<file path="src/tbl_pkg.sv">
package tbl_pkg;

  // Fixed field widths
  localparam int TIME_W = 64;
  localparam int NS_W   = 30;
  localparam int ITER_W = 7;
  localparam int ADDR_W = 4;
  localparam int APB_W  = 64;
  localparam int STAT_W = 2;

  localparam logic [TIME_W-1:0] NS_PER_SEC = 64'd1_000_000_000;

  typedef enum logic [STAT_W-1:0] {
    STAT_GRANT   = 2'd0,
    STAT_DENY    = 2'd1,
    STAT_INVALID = 2'd2
  } status_e;

  // Start request for the serial divider
  typedef struct packed {
    logic              start;
    logic [ITER_W-1:0] iters;
  } div_ctl_t;

endpackage

</file>
<file path="src/tbl_mul.sv">
module tbl_mul #(
  parameter int BW = 40
) (
  input  logic                         clk_i,
  input  logic                         rst_ni,
  input  logic                         start_i,
  input  logic [tbl_pkg::TIME_W-1:0]   a_i,
  input  logic [BW-1:0]                b_i,
  output logic                         done_o,
  output logic [tbl_pkg::TIME_W+BW-1:0] prod_o
);

  localparam int AW = tbl_pkg::TIME_W;
  localparam int CW = $clog2(BW + 1);

  logic [AW-1:0] a_q;
  logic [AW-1:0] hi_q, hi_d;
  logic [BW-1:0] lo_q, lo_d;
  logic [CW-1:0] cnt_q;
  logic          busy_q, done_q;
  logic [AW:0]   sum;

  // Add the multiplicand on a set multiplier bit, then shift right one bit
  always_comb begin
    sum  = {1'b0, hi_q} + (lo_q[0] ? {1'b0, a_q} : '0);
    hi_d = sum[AW:1];
    lo_d = {sum[0], lo_q[BW-1:1]};
  end

  always_ff @(posedge clk_i or negedge rst_ni) begin
    if (!rst_ni) begin
      busy_q <= 1'b0;
      done_q <= 1'b0;
      cnt_q  <= '0;
    end else begin
      done_q <= 1'b0;
      if (start_i) begin
        busy_q <= 1'b1;
        cnt_q  <= CW'(BW);
      end else if (busy_q) begin
        cnt_q <= cnt_q - 1'b1;
        if (cnt_q == CW'(1)) begin
          busy_q <= 1'b0;
          done_q <= 1'b1;
        end
      end
    end
  end

  always_ff @(posedge clk_i) begin
    if (start_i) begin
      a_q  <= a_i;
      hi_q <= '0;
      lo_q <= b_i;
    end else if (busy_q) begin
      hi_q <= hi_d;
      lo_q <= lo_d;
    end
  end

  assign done_o = done_q;
  assign prod_o = {hi_q, lo_q};

endmodule

</file>
<file path="src/tbl_div.sv">
module tbl_div #(
  parameter int DW = 104,
  parameter int VW = 40
) (
  input  logic                       clk_i,
  input  logic                       rst_ni,
  input  tbl_pkg::div_ctl_t          ctl_i,
  input  logic [DW-1:0]              dividend_i,
  input  logic [VW-1:0]              divisor_i,
  output logic                       done_o,
  output logic [tbl_pkg::TIME_W-1:0] quot_o,
  output logic                       over_o
);

  localparam int QW = tbl_pkg::TIME_W;
  localparam int IW = tbl_pkg::ITER_W;

  logic [DW-1:0] num_q;
  logic [VW-1:0] den_q;
  logic [VW-1:0] rem_q, rem_d;
  logic [QW-1:0] quot_q;
  logic [IW-1:0] cnt_q;
  logic          busy_q, done_q, over_q;
  logic [VW:0]   trial, diff;
  logic          qbit;

  // One restoring step: bring down the next dividend bit, subtract if it fits
  always_comb begin
    trial = {rem_q, num_q[DW-1]};
    diff  = trial - {1'b0, den_q};
    qbit  = (trial >= {1'b0, den_q});
    rem_d = qbit ? diff[VW-1:0] : trial[VW-1:0];
  end

  always_ff @(posedge clk_i or negedge rst_ni) begin
    if (!rst_ni) begin
      busy_q <= 1'b0;
      done_q <= 1'b0;
      cnt_q  <= '0;
    end else begin
      done_q <= 1'b0;
      if (ctl_i.start) begin
        busy_q <= 1'b1;
        cnt_q  <= ctl_i.iters;
      end else if (busy_q) begin
        cnt_q <= cnt_q - 1'b1;
        if (cnt_q == IW'(1)) begin
          busy_q <= 1'b0;
          done_q <= 1'b1;
        end
      end
    end
  end

  always_ff @(posedge clk_i) begin
    if (ctl_i.start) begin
      num_q  <= dividend_i;
      den_q  <= divisor_i;
      rem_q  <= '0;
      quot_q <= '0;
      over_q <= 1'b0;
    end else if (busy_q) begin
      num_q  <= {num_q[DW-2:0], 1'b0};
      rem_q  <= rem_d;
      quot_q <= {quot_q[QW-2:0], qbit};
      // a set bit above the 64-bit quotient saturates the result
      if (qbit && (cnt_q > IW'(QW))) begin
        over_q <= 1'b1;
      end
    end
  end

  assign done_o = done_q;
  assign quot_o = quot_q;
  assign over_o = over_q;

endmodule

</file>
<file path="src/token_bucket_limiter.sv">
// Channel   Dir  Handshake               Payload
// s_axis    in   tvalid/tready           tdata: now_time, cost
// m_axis    out  tvalid/tready           tdata: retry_wait, tokens_left; tuser: status
// apb       in   psel/penable, pready=1  refill_rate at 0x0, burst_size at 0x8
//
// One request at a time. An invalid cost goes straight to the result; a first
// request is judged on a full bucket, with no refill. A later request runs the
// shift-add multiplier and, unless its product overflows, the divide by 1e9. A
// denial at a nonzero rate adds the deficit multiply and the divide by the rate.
// Reset is asynchronous, active low, and fills the bucket to the reset burst. A
// stalled result holds in the output register; the next request waits at its end.
module token_bucket_limiter #(
  parameter int FRAC_BITS = 16,
  parameter int INT_BITS  = 24
) (
  input  logic                                clk_i,
  input  logic                                rst_ni,
  // s_axis_tdata: now_time [63:0], cost [TOK_W+63:64], zero fill above
  input  logic                                s_axis_tvalid,
  output logic                                s_axis_tready,
  input  logic [((64+INT_BITS+FRAC_BITS+7)/8)*8-1:0] s_axis_tdata,
  // m_axis_tdata: retry_wait [63:0], tokens_left [TOK_W+63:64], zero fill above
  output logic                                m_axis_tvalid,
  input  logic                                m_axis_tready,
  output logic [((64+INT_BITS+FRAC_BITS+7)/8)*8-1:0] m_axis_tdata,
  // m_axis_tuser: status [1:0]
  output logic [tbl_pkg::STAT_W-1:0]          m_axis_tuser,
  input  logic                                psel,
  input  logic                                penable,
  input  logic                                pwrite,
  input  logic [tbl_pkg::ADDR_W-1:0]          paddr,
  input  logic [tbl_pkg::APB_W-1:0]           pwdata,
  output logic [tbl_pkg::APB_W-1:0]           prdata,
  output logic                                pready
);

  localparam int TW    = tbl_pkg::TIME_W;
  localparam int NW    = tbl_pkg::NS_W;
  localparam int TOK_W = INT_BITS + FRAC_BITS;
  localparam int VW    = (TOK_W > NW) ? TOK_W : NW;
  localparam int DW    = TW + TOK_W;
  localparam int PAD_W = DW - TOK_W - NW;
  localparam int BUS_W = ((TW + TOK_W + 7) / 8) * 8;

  localparam logic [TOK_W-1:0] RESET_ONE = TOK_W'(1) << FRAC_BITS;

  localparam logic [2:0] S_IDLE  = 3'd0;
  localparam logic [2:0] S_CHECK = 3'd1;
  localparam logic [2:0] S_MUL1  = 3'd2;
  localparam logic [2:0] S_DIV1  = 3'd3;
  localparam logic [2:0] S_JUDGE = 3'd4;
  localparam logic [2:0] S_MUL2  = 3'd5;
  localparam logic [2:0] S_DIV2  = 3'd6;
  localparam logic [2:0] S_DONE  = 3'd7;

  logic [2:0]       state_q, state_d;
  logic [TOK_W-1:0] rate_q, burst_q;
  logic [TOK_W-1:0] token_q, token_d;
  logic [TW-1:0]    last_q, last_d;
  logic             started_q, started_d;
  logic [TW-1:0]    now_q;
  logic [TOK_W-1:0] cost_q;

  tbl_pkg::status_e res_status_q, res_status_d;
  logic [TW-1:0]    res_wait_q, res_wait_d;

  logic             out_valid_q;
  tbl_pkg::status_e out_status_q;
  logic [TW-1:0]    out_wait_q;
  logic [TOK_W-1:0] out_tok_q;

  logic             in_acc, out_free, cfg_we;
  logic             cost_bad, enough;
  logic [TOK_W-1:0] deficit;
  logic [TW:0]      refill_sum;

  logic             mul_start, mul_done;
  logic [TW-1:0]    mul_a;
  logic [TOK_W-1:0] mul_b;
  logic [DW-1:0]    prod;

  tbl_pkg::div_ctl_t  div_ctl;
  logic [DW-1:0]      div_num;
  logic [VW-1:0]      div_den;
  logic               div_done, div_over;
  logic [TW-1:0]      quot;

  assign s_axis_tready = (state_q == S_IDLE);
  assign in_acc        = s_axis_tvalid && s_axis_tready;
  assign out_free      = !out_valid_q || m_axis_tready;

  // Configuration: decode on the 8-byte word, no wait states
  assign pready = 1'b1;
  assign cfg_we = psel && penable && pwrite;
  assign prdata = paddr[3] ? tbl_pkg::APB_W'(burst_q) : tbl_pkg::APB_W'(rate_q);

  always_ff @(posedge clk_i or negedge rst_ni) begin
    if (!rst_ni) begin
      rate_q  <= RESET_ONE;
      burst_q <= RESET_ONE;
    end else if (cfg_we) begin
      if (paddr[3]) begin
        burst_q <= pwdata[TOK_W-1:0];
      end else begin
        rate_q <= pwdata[TOK_W-1:0];
      end
    end
  end

  // Judge on the latched request
  assign cost_bad   = (cost_q == '0) || (cost_q > burst_q);
  assign enough     = (token_q >= cost_q);
  assign deficit    = cost_q - token_q;
  assign refill_sum = {1'b0, quot} + (TW + 1)'(token_q);

  // Shared multiplier: elapsed * rate for a refill, 1e9 * deficit for a wait
  assign mul_start = ((state_q == S_CHECK) && !cost_bad && started_q) ||
                     ((state_q == S_JUDGE) && !enough && (rate_q != '0));
  assign mul_a     = (state_q == S_CHECK) ? (now_q - last_q) : tbl_pkg::NS_PER_SEC;
  assign mul_b     = (state_q == S_CHECK) ? rate_q : deficit;

  // Divider: low product word / 1e9, or the left-aligned deficit product / rate
  always_comb begin
    div_ctl.start = 1'b0;
    div_ctl.iters = tbl_pkg::ITER_W'(TW);
    div_num       = {prod[TW-1:0], {TOK_W{1'b0}}};
    div_den       = VW'(tbl_pkg::NS_PER_SEC);
    if (state_q == S_MUL1) begin
      div_ctl.start = mul_done && (prod[DW-1:TW] == '0);
    end else if (state_q == S_MUL2) begin
      div_ctl.start = mul_done;
      div_ctl.iters = tbl_pkg::ITER_W'(TOK_W + NW);
      div_num       = {prod[TOK_W+NW-1:0], {PAD_W{1'b0}}};
      div_den       = VW'(rate_q);
    end
  end

  tbl_mul #(
    .BW(TOK_W)
  ) u_mul (
    .clk_i   (clk_i),
    .rst_ni  (rst_ni),
    .start_i (mul_start),
    .a_i     (mul_a),
    .b_i     (mul_b),
    .done_o  (mul_done),
    .prod_o  (prod)
  );

  tbl_div #(
    .DW(DW),
    .VW(VW)
  ) u_div (
    .clk_i      (clk_i),
    .rst_ni     (rst_ni),
    .ctl_i      (div_ctl),
    .dividend_i (div_num),
    .divisor_i  (div_den),
    .done_o     (div_done),
    .quot_o     (quot),
    .over_o     (div_over)
  );

  always_comb begin
    state_d      = state_q;
    token_d      = token_q;
    last_d       = last_q;
    started_d    = started_q;
    res_status_d = res_status_q;
    res_wait_d   = res_wait_q;
    case (state_q)
      S_IDLE: begin
        if (in_acc) begin
          state_d = S_CHECK;
        end
      end
      S_CHECK: begin
        if (cost_bad) begin
          // leave the state untouched
          res_status_d = tbl_pkg::STAT_INVALID;
          res_wait_d   = '1;
          state_d      = S_DONE;
        end else if (!started_q) begin
          // first request starts a full bucket, no refill
          started_d = 1'b1;
          last_d    = now_q;
          token_d   = burst_q;
          state_d   = S_JUDGE;
        end else begin
          last_d  = now_q;
          state_d = S_MUL1;
        end
      end
      S_MUL1: begin
        if (mul_done) begin
          if (prod[DW-1:TW] != '0) begin
            // product overflow: go straight to a full bucket
            token_d = burst_q;
            state_d = S_JUDGE;
          end else begin
            state_d = S_DIV1;
          end
        end
      end
      S_DIV1: begin
        if (div_done) begin
          token_d = (refill_sum > (TW + 1)'(burst_q)) ? burst_q : refill_sum[TOK_W-1:0];
          state_d = S_JUDGE;
        end
      end
      S_JUDGE: begin
        if (enough) begin
          token_d      = token_q - cost_q;
          res_status_d = tbl_pkg::STAT_GRANT;
          res_wait_d   = '0;
          state_d      = S_DONE;
        end else if (rate_q == '0) begin
          res_status_d = tbl_pkg::STAT_DENY;
          res_wait_d   = '1;
          state_d      = S_DONE;
        end else begin
          res_status_d = tbl_pkg::STAT_DENY;
          state_d      = S_MUL2;
        end
      end
      S_MUL2: begin
        if (mul_done) begin
          state_d = S_DIV2;
        end
      end
      S_DIV2: begin
        if (div_done) begin
          // saturate, otherwise round up past the last whole nanosecond
          res_wait_d = (div_over || (&quot)) ? '1 : quot + 1'b1;
          state_d    = S_DONE;
        end
      end
      S_DONE: begin
        if (out_free) begin
          state_d = S_IDLE;
        end
      end
      default: begin
        state_d = S_IDLE;
      end
    endcase
  end

  always_ff @(posedge clk_i or negedge rst_ni) begin
    if (!rst_ni) begin
      state_q     <= S_IDLE;
      token_q     <= RESET_ONE;
      last_q      <= '0;
      started_q   <= 1'b0;
      out_valid_q <= 1'b0;
    end else begin
      state_q   <= state_d;
      token_q   <= token_d;
      last_q    <= last_d;
      started_q <= started_d;
      if ((state_q == S_DONE) && out_free) begin
        out_valid_q <= 1'b1;
      end else if (m_axis_tready) begin
        out_valid_q <= 1'b0;
      end
    end
  end

  // Payload registers: request latch, pending result, output beat
  always_ff @(posedge clk_i) begin
    if (in_acc) begin
      now_q  <= s_axis_tdata[TW-1:0];
      cost_q <= s_axis_tdata[TW+TOK_W-1:TW];
    end
    res_status_q <= res_status_d;
    res_wait_q   <= res_wait_d;
    if ((state_q == S_DONE) && out_free) begin
      out_status_q <= res_status_q;
      out_wait_q   <= res_wait_q;
      out_tok_q    <= token_q;
    end
  end

  assign m_axis_tvalid = out_valid_q;
  assign m_axis_tdata  = BUS_W'({out_tok_q, out_wait_q});
  assign m_axis_tuser  = out_status_q;

`ifndef SYNTH
  a_grant_no_wait : assert property (@(posedge clk_i) disable iff (!rst_ni)
    (m_axis_tvalid && (m_axis_tuser == tbl_pkg::STAT_GRANT)) |-> (out_wait_q == '0))
    else $error("granted beat with nonzero wait");

  a_invalid_ones : assert property (@(posedge clk_i) disable iff (!rst_ni)
    (m_axis_tvalid && (m_axis_tuser == tbl_pkg::STAT_INVALID)) |-> (&out_wait_q))
    else $error("invalid beat without saturated wait");

  a_mul_done_state : assert property (@(posedge clk_i) disable iff (!rst_ni)
    mul_done |-> ((state_q == S_MUL1) || (state_q == S_MUL2)))
    else $error("multiplier finished outside a multiply step");

  a_div_done_state : assert property (@(posedge clk_i) disable iff (!rst_ni)
    div_done |-> ((state_q == S_DIV1) || (state_q == S_DIV2)))
    else $error("divider finished outside a divide step");
`endif

endmodule
</file>
<file path="config.mk">
export PLATFORM = sky130hd
export DESIGN_NAME = token_bucket_limiter
export DESIGN_NICKNAME = d
export VERILOG_FILES = /design/src/tbl_pkg.sv /design/src/tbl_mul.sv /design/src/tbl_div.sv /design/src/token_bucket_limiter.sv
export SDC_FILE = /design/constraint.sdc
export NUM_CORES = 2
export LEC_CHECK = 0
export ABC_AREA = 1
export BUFFER_PORTS_ARGS = -buffer_cell sky130_fd_sc_hd__buf_4
export CAP_MARGIN = 30
export CORE_UTILIZATION = 30
export CTS_BUF_LIST = sky130_fd_sc_hd__clkbuf_4
export CTS_CLUSTER_DIAMETER = 200
export CTS_CLUSTER_SIZE = 16
export DETAILED_ROUTE_END_ITERATION = 12
export GPL_TIMING_DRIVEN = 1
export SLEW_MARGIN = 20
export SYNTH_ARGS = -nofsm -noshare
export SYNTH_HDL_FRONTEND = slang
export SYNTH_SLANG_ARGS = --single-unit
</file>
<file path="constraint.sdc">
create_clock -name clk_i -period 8 [get_ports clk_i]
set_input_delay 0.4 -clock clk_i [delete_from_list [all_inputs] [get_ports clk_i]]
set_output_delay 0.4 -clock clk_i [all_outputs]
set_load 0.005 [all_outputs]
</file>
# After elaboration in Yosys (flattened, before gate mapping)
# Index checks and enable logic that the tools add are counted.
# op_classes
magnitude_cmp	5
n_bitwise	3
mux	60
add_sub_neg	9
n_eq_ne	21
reduce_logical	39
# op_table
operator	n
$mux 40	12
$mux 104	4
$mux 64	6
$pmux 64 s3	1
$pmux 40 s4	1
$logic_not 40->1	3
$sub 40x40->40	3
$reduce_bool 40->1	2
$add 64x40->65	1
$add 64x65->65	1
$gt 65x40->1	1
$add 64x1->64 const B	1
$reduce_and 64->1	1
$sub 64x64->64	1
$ge 41x40->1	1
$ge 40x40->1	1
$gt 40x40->1	1
$mux 3	9
$pmux 3 s8	1
$mux 7	3
$mux 1	16
$eq 3x3->1 const B	4
$mux 6	2
$ne 2x1->1 const B	6
other kinds (25)	55
# totals
elab_cells	165
input_bits	179
regBits	899

# Logic depth before layout (Yosys ltp)
# logic_depth
depth_word	7
depth_mapped	33

# By module
# From an unflattened synthesis, not the netlist that was laid out.
# unflattened
cells_unflattened	8906
hier_area_um2	62299.8
# modules_own_cells
mod	area_each_um2	cells_per_inst	n_inst
token_bucket_limiter	36697.7	5272	1
tbl_div	13216.4	1705	1
tbl_mul	12385.6	1929	1

# Worst setup path before layout
# OpenSTA, ideal clock, no wires.
# synth_path
kind	register to register
from	register state_q[2]
to	register out_status_q[0], in the netlist m_axis_tuser[0], enable pin
setup_time_ns	0.573
synth_period_minus_slack_ns	5.865
stages_incl_launch_ff	6
arrival_time_ns	5.292
required_ns	7.427
path_slack_ns	2.135
cell_sequence	dfrtp_1 clkbuf_1 inv_1 nor2_1 inv_1 nor2_1
# synth_via
elab_chain_cells	2
# synth_rtl
element	line	text
from (decl)	token_bucket_limiter.sv:56	logic [2:0] state_q, state_d;
from (signal assigned)	token_bucket_limiter.sv:257	state_q <= state_d;
$eq 3x3->1	token_bucket_limiter.sv:277	if ((state_q == S_DONE) && out_free) begin
$logic_and 1x1->1	token_bucket_limiter.sv:277	
to (signal assigned)	token_bucket_limiter.sv:278	out_status_q <= res_status_q;
to (decl)	token_bucket_limiter.sv:68	tbl_pkg::status_e out_status_q;
# Every way passes these cells.
# A chain may end at the register's enable or synchronous reset.

# Worst setup path in the final report
# layout_path
from	register burst_q[39]
to	register res_wait_q[0], enable pin
# layout_via
elab_chain_cells	4
# layout_rtl
element	line	text
from (decl)	token_bucket_limiter.sv:57	logic [TOK_W-1:0] rate_q, burst_q;
from (signal assigned)	token_bucket_limiter.sv:103	burst_q <= pwdata[TOK_W-1:0];
$gt 40x40->1	token_bucket_limiter.sv:111	assign cost_bad = (cost_q == '0) || (cost_q > burst_q);
$logic_or 1x1->1	token_bucket_limiter.sv:111	
$ne 2x2->1 (no line)	-	
$reduce_and 4->1 (no line)	-	
to (signal assigned)	token_bucket_limiter.sv:276	res_wait_q <= res_wait_d;
to (decl)	token_bucket_limiter.sv:65	logic [TW-1:0] res_wait_q, res_wait_d;
# Every way passes these cells.

==> results.ini <==
[outcome]
status=complete, but fails checks
failed_checks=design-rule violations

[drt]
vias=52900
wirelength_mm=201
drtPass1Iterations=10
viasPerCell=4.91
wl_per_cell_um=18.6
drc=3
route.antenna.remaining_nets=0
dr.first_iter.drc_count=3974

[power_and_ir_drop]
seq_power_share_pct=62.3
power_w=0.00779
p_sw_w=0.00210
power.share.clock_pct=27.4
power_frac_comb_pct=10.3
intPower_w=0.00570
pwr_density_cell_nw_per_um2=118
p_leak_nw=30.6
swShare_pct=26.9
ir_drop_v=0.000131

[sta]
rsz0062_at_grt=no
max-slew-margin-rel_pct=28.7
slew_violations=0
setup_viol=0
max_freq_mhz=171
period_minus_slack_ns=5.84
setup_tns_ns=0
min_period_over_period_pct=73.0
hold_violations=0
setup_ws_ns=2.16
final.setup_skew_ns=0.162
worst_slew_pin_slew_ns=1.06

[critical_path]
critPathLaunchType=flop
path_class=flop to flop
reg2reg_slack_ns=2.16
cp-endpoint=res_wait_q[0]
crit_fanout=67
cp_cell_sequence=buf_4 > inv_1 > ha_1 > nand4_1 > nor4_1 > inv_1 > nor4_1 > nand3b_1 > nand2_1 > nand2_1 > nor2_4 > buf_4 > inv_1 > nand3_1 > a21oi_4 > buf_4
crit_start=burst_q[39]
rr_worst_depth=16
crit_required_ns=8.76
r2r-end=res_wait_q[0]
cp-end-kind=flop
slowest_delay_ns=0.77
cp_slowest_cell=nor4_1
reg2reg_from=burst_q[39]
crit_arrival_ns=6.60

[floorplan]
num_rows=160
core_area_um2=190000
io_pins=352
start_util_pct=30.2
die_h_um=439
die_x_um=439
dieArea_um2=193000

[clock_network]
htreeDepth=2
clock_sinks=865
cts_buffers=60
cts-root-buf=clkbuf_4
cts_tree=yes
cts.path.max_buffers=3
insertion_delay_ns=1.21
path_clk_slew_ns=0.21

[synthesis]
ys_warn_count=0
synthCells=7723
synth_edf_count=490
ys_seq_elements=865
avgSynthCellArea_um2=7.43
synthFlopType=edfxtp_1
synth.distinct_cells=63
async_flop_share_pct=23.8
synth_area_um2=57400
yosysSeqAreaShare_pct=40.5

[grt]
grt_pass1_wl_mm=303
grt_pass1_vias=51500
grt_overflow=0
grt.total_usage_pct=20.3
antenna_found_initial=8
grt_max_degree=122

[cells_and_area]
drive_gt1_share_pct=7.15
nNetsFinal=8756
fillers=20100
multi_input_area_um2=28500
finalInstanceArea_um2=66000
area_delta_synth_final_pct=15.1
regArea_um2=23300

[placement]
gp_congestion=0.989
post-place-ws_ns=2.37
dp_hpwl_mm=160
portBuffers=299
placed_area_um2=62300

[job]
maxCapViolations=0

[hold_path]
hp-class=input pin to flop

==> cells in the final DEF (no fill, tap or decap), drive strengths merged, types with 21 or more instances in the layout <==
cell / count
nand4: 61
dfrtp: 203
a21o: 42
nand3: 306
o21bai: 37
xnor2: 43
inv: 1254
o211ai: 21
dfxtp: 169
nor4: 55
a21oi: 628
xor2: 105
o21a: 31
nor2: 745
buf: 353
o21ai: 654
edfxtp: 490
a31oi: 148
dlygate4sd3: 281
ha: 372
nand2: 1795
nor3: 78
conb: 25
or2: 59
clkbuf: 110
o22ai: 80
==> kinds of logic (layout without fill, tap and decap cells) <==
group | Yosys count | after routing | share of synthesized area [%]
adder cells (fa/ha/maj) | 378 | 378 | 8.32
XOR/XNOR | 148 | 148 | 2.26
AO/OA/AOI/OAI | 1714 | 1714 | 16.4
other | 2 | 32 | 0.0131
buffers and inverters | 1497 | 2002 | 10.1
multiplexers | 1 | 1 | 0.0174
flip-flops | 865 | 865 | 40.5
AND/OR/NAND/NOR | 3118 | 3118 | 22.3
==> layer usage <==
| metal | vias to the layer above | global-route usage [%] | part of all wire, % |
|---|---|---|---|
| met5 | - | 0 | 0.032 |
| met4 | 10 | 10.1 | 5.5 |
| met3 | 362 | 1.72 | 4.0 |
| met2 | 1405 | 36.8 | 50 |
| met1 | 24700 | 23.9 | 41 |
| li1 | 26400 | - | - |
==> how the worst min path moves through the flow <==
stage | slack (ns) | start | end | depth (start not counted)
floorplan | 0.10 | rst_ni | burst_q[0] | 0
global placement | 0.40 | res_wait_q[48] | out_wait_q[48] | 0
detailed placement | 0.40 | res_wait_q[10] | out_wait_q[10] | 0
CTS | 0.003 | pwdata[8] | burst_q[8] | 4
global route | 0.07 | pwdata[8] | rate_q[8] | 4
finish | 0.12 | pwdata[8] | burst_q[8] | 4
==> timing repair <==
action	4_1_cts	5_1_grt
gates resized for setup	0	0
setup buffers	0	0
hold buffers	282	0
endpoints found under the hold margin	343	0
==> synth_stat cells, types with 37 or more instances <==
library cell | n | area share [%]
nand3_1 | 301 | 2.6
o22ai_1 | 80 | 0.87
xor2_1 | 105 | 1.6
edfxtp_1 | 490 | 26
inv_1 | 1241 | 8.1
a21o_1 | 42 | 0.55
nor2_1 | 730 | 4.8
ha_1 | 372 | 8.1
nor4_1 | 51 | 0.56
nand4_1 | 61 | 0.67
buf_2 | 46 | 0.40
dfrtp_1 | 203 | 8.9
nand2_1 | 1793 | 12
a31oi_1 | 148 | 1.6
o21bai_1 | 37 | 0.48
dfxtp_1 | 169 | 5.9
clkbuf_1 | 152 | 0.99
xnor2_1 | 43 | 0.66
or2_2 | 59 | 0.64
a21oi_1 | 628 | 5.5
o21ai_0 | 644 | 5.6
nor3_1 | 75 | 0.65
==> stage by stage <==
stage	utilization, %	hold slack [ns]	cells
global route	34.7	0.0737	10800
detailed placement	32.8	0.405	10400
global placement	32.7	0.401	10400
floorplan	-	0.104	7746
finish	34.8	0.124	10800
CTS	34.7	0.00268	10800
==> area by class of cell <==
cell class                 instances  share of cell area (%)
clock buffer                     110                    1.25
clock inverter                     4                  0.0436
tap                             2511                    4.76
multi-input combinational       5384                    43.1
sequential                       865                    35.2
antenna                            7                  0.0265
inverter                        1254                    7.14
timing repair buffer             634                    8.42
==> state kept, by name (all words and copies together) (netlist names), 64 cells and up <==
name          count
now_q            64
u_mul.a_q        64
last_q           64
res_wait_q       64
u_div.quot_o     64
u_mul.hi_q       64
u_div.num_q      70
out_wait_q       64
==> critical path, delay by kind of cell, from the launching register on <==
family	cells	cell delay, ns
compound gates	1	0.04
buf+inv	6	1.93
fa+ha+maj	1	0.38
flops	1	0.38
simple gates	8	2.52
==> power by group through the flow <==
| stage | combinational [W] | clock [W] | sequential [W] |
|---|---|---|---|
| finish | 0.000806 | 0.00213 | 0.00485 |
| global route | 0.000883 | 0.00236 | 0.00486 |
| CTS | 0.000810 | 0.00223 | 0.00485 |
| detailed placement | 0.000693 | 0 | 0.00494 |
| global placement | 0.000676 | 0 | 0.00494 |
| floorplan | 0.000328 | 0 | 0.00489 |
Power figures use the tool's default switching activity.
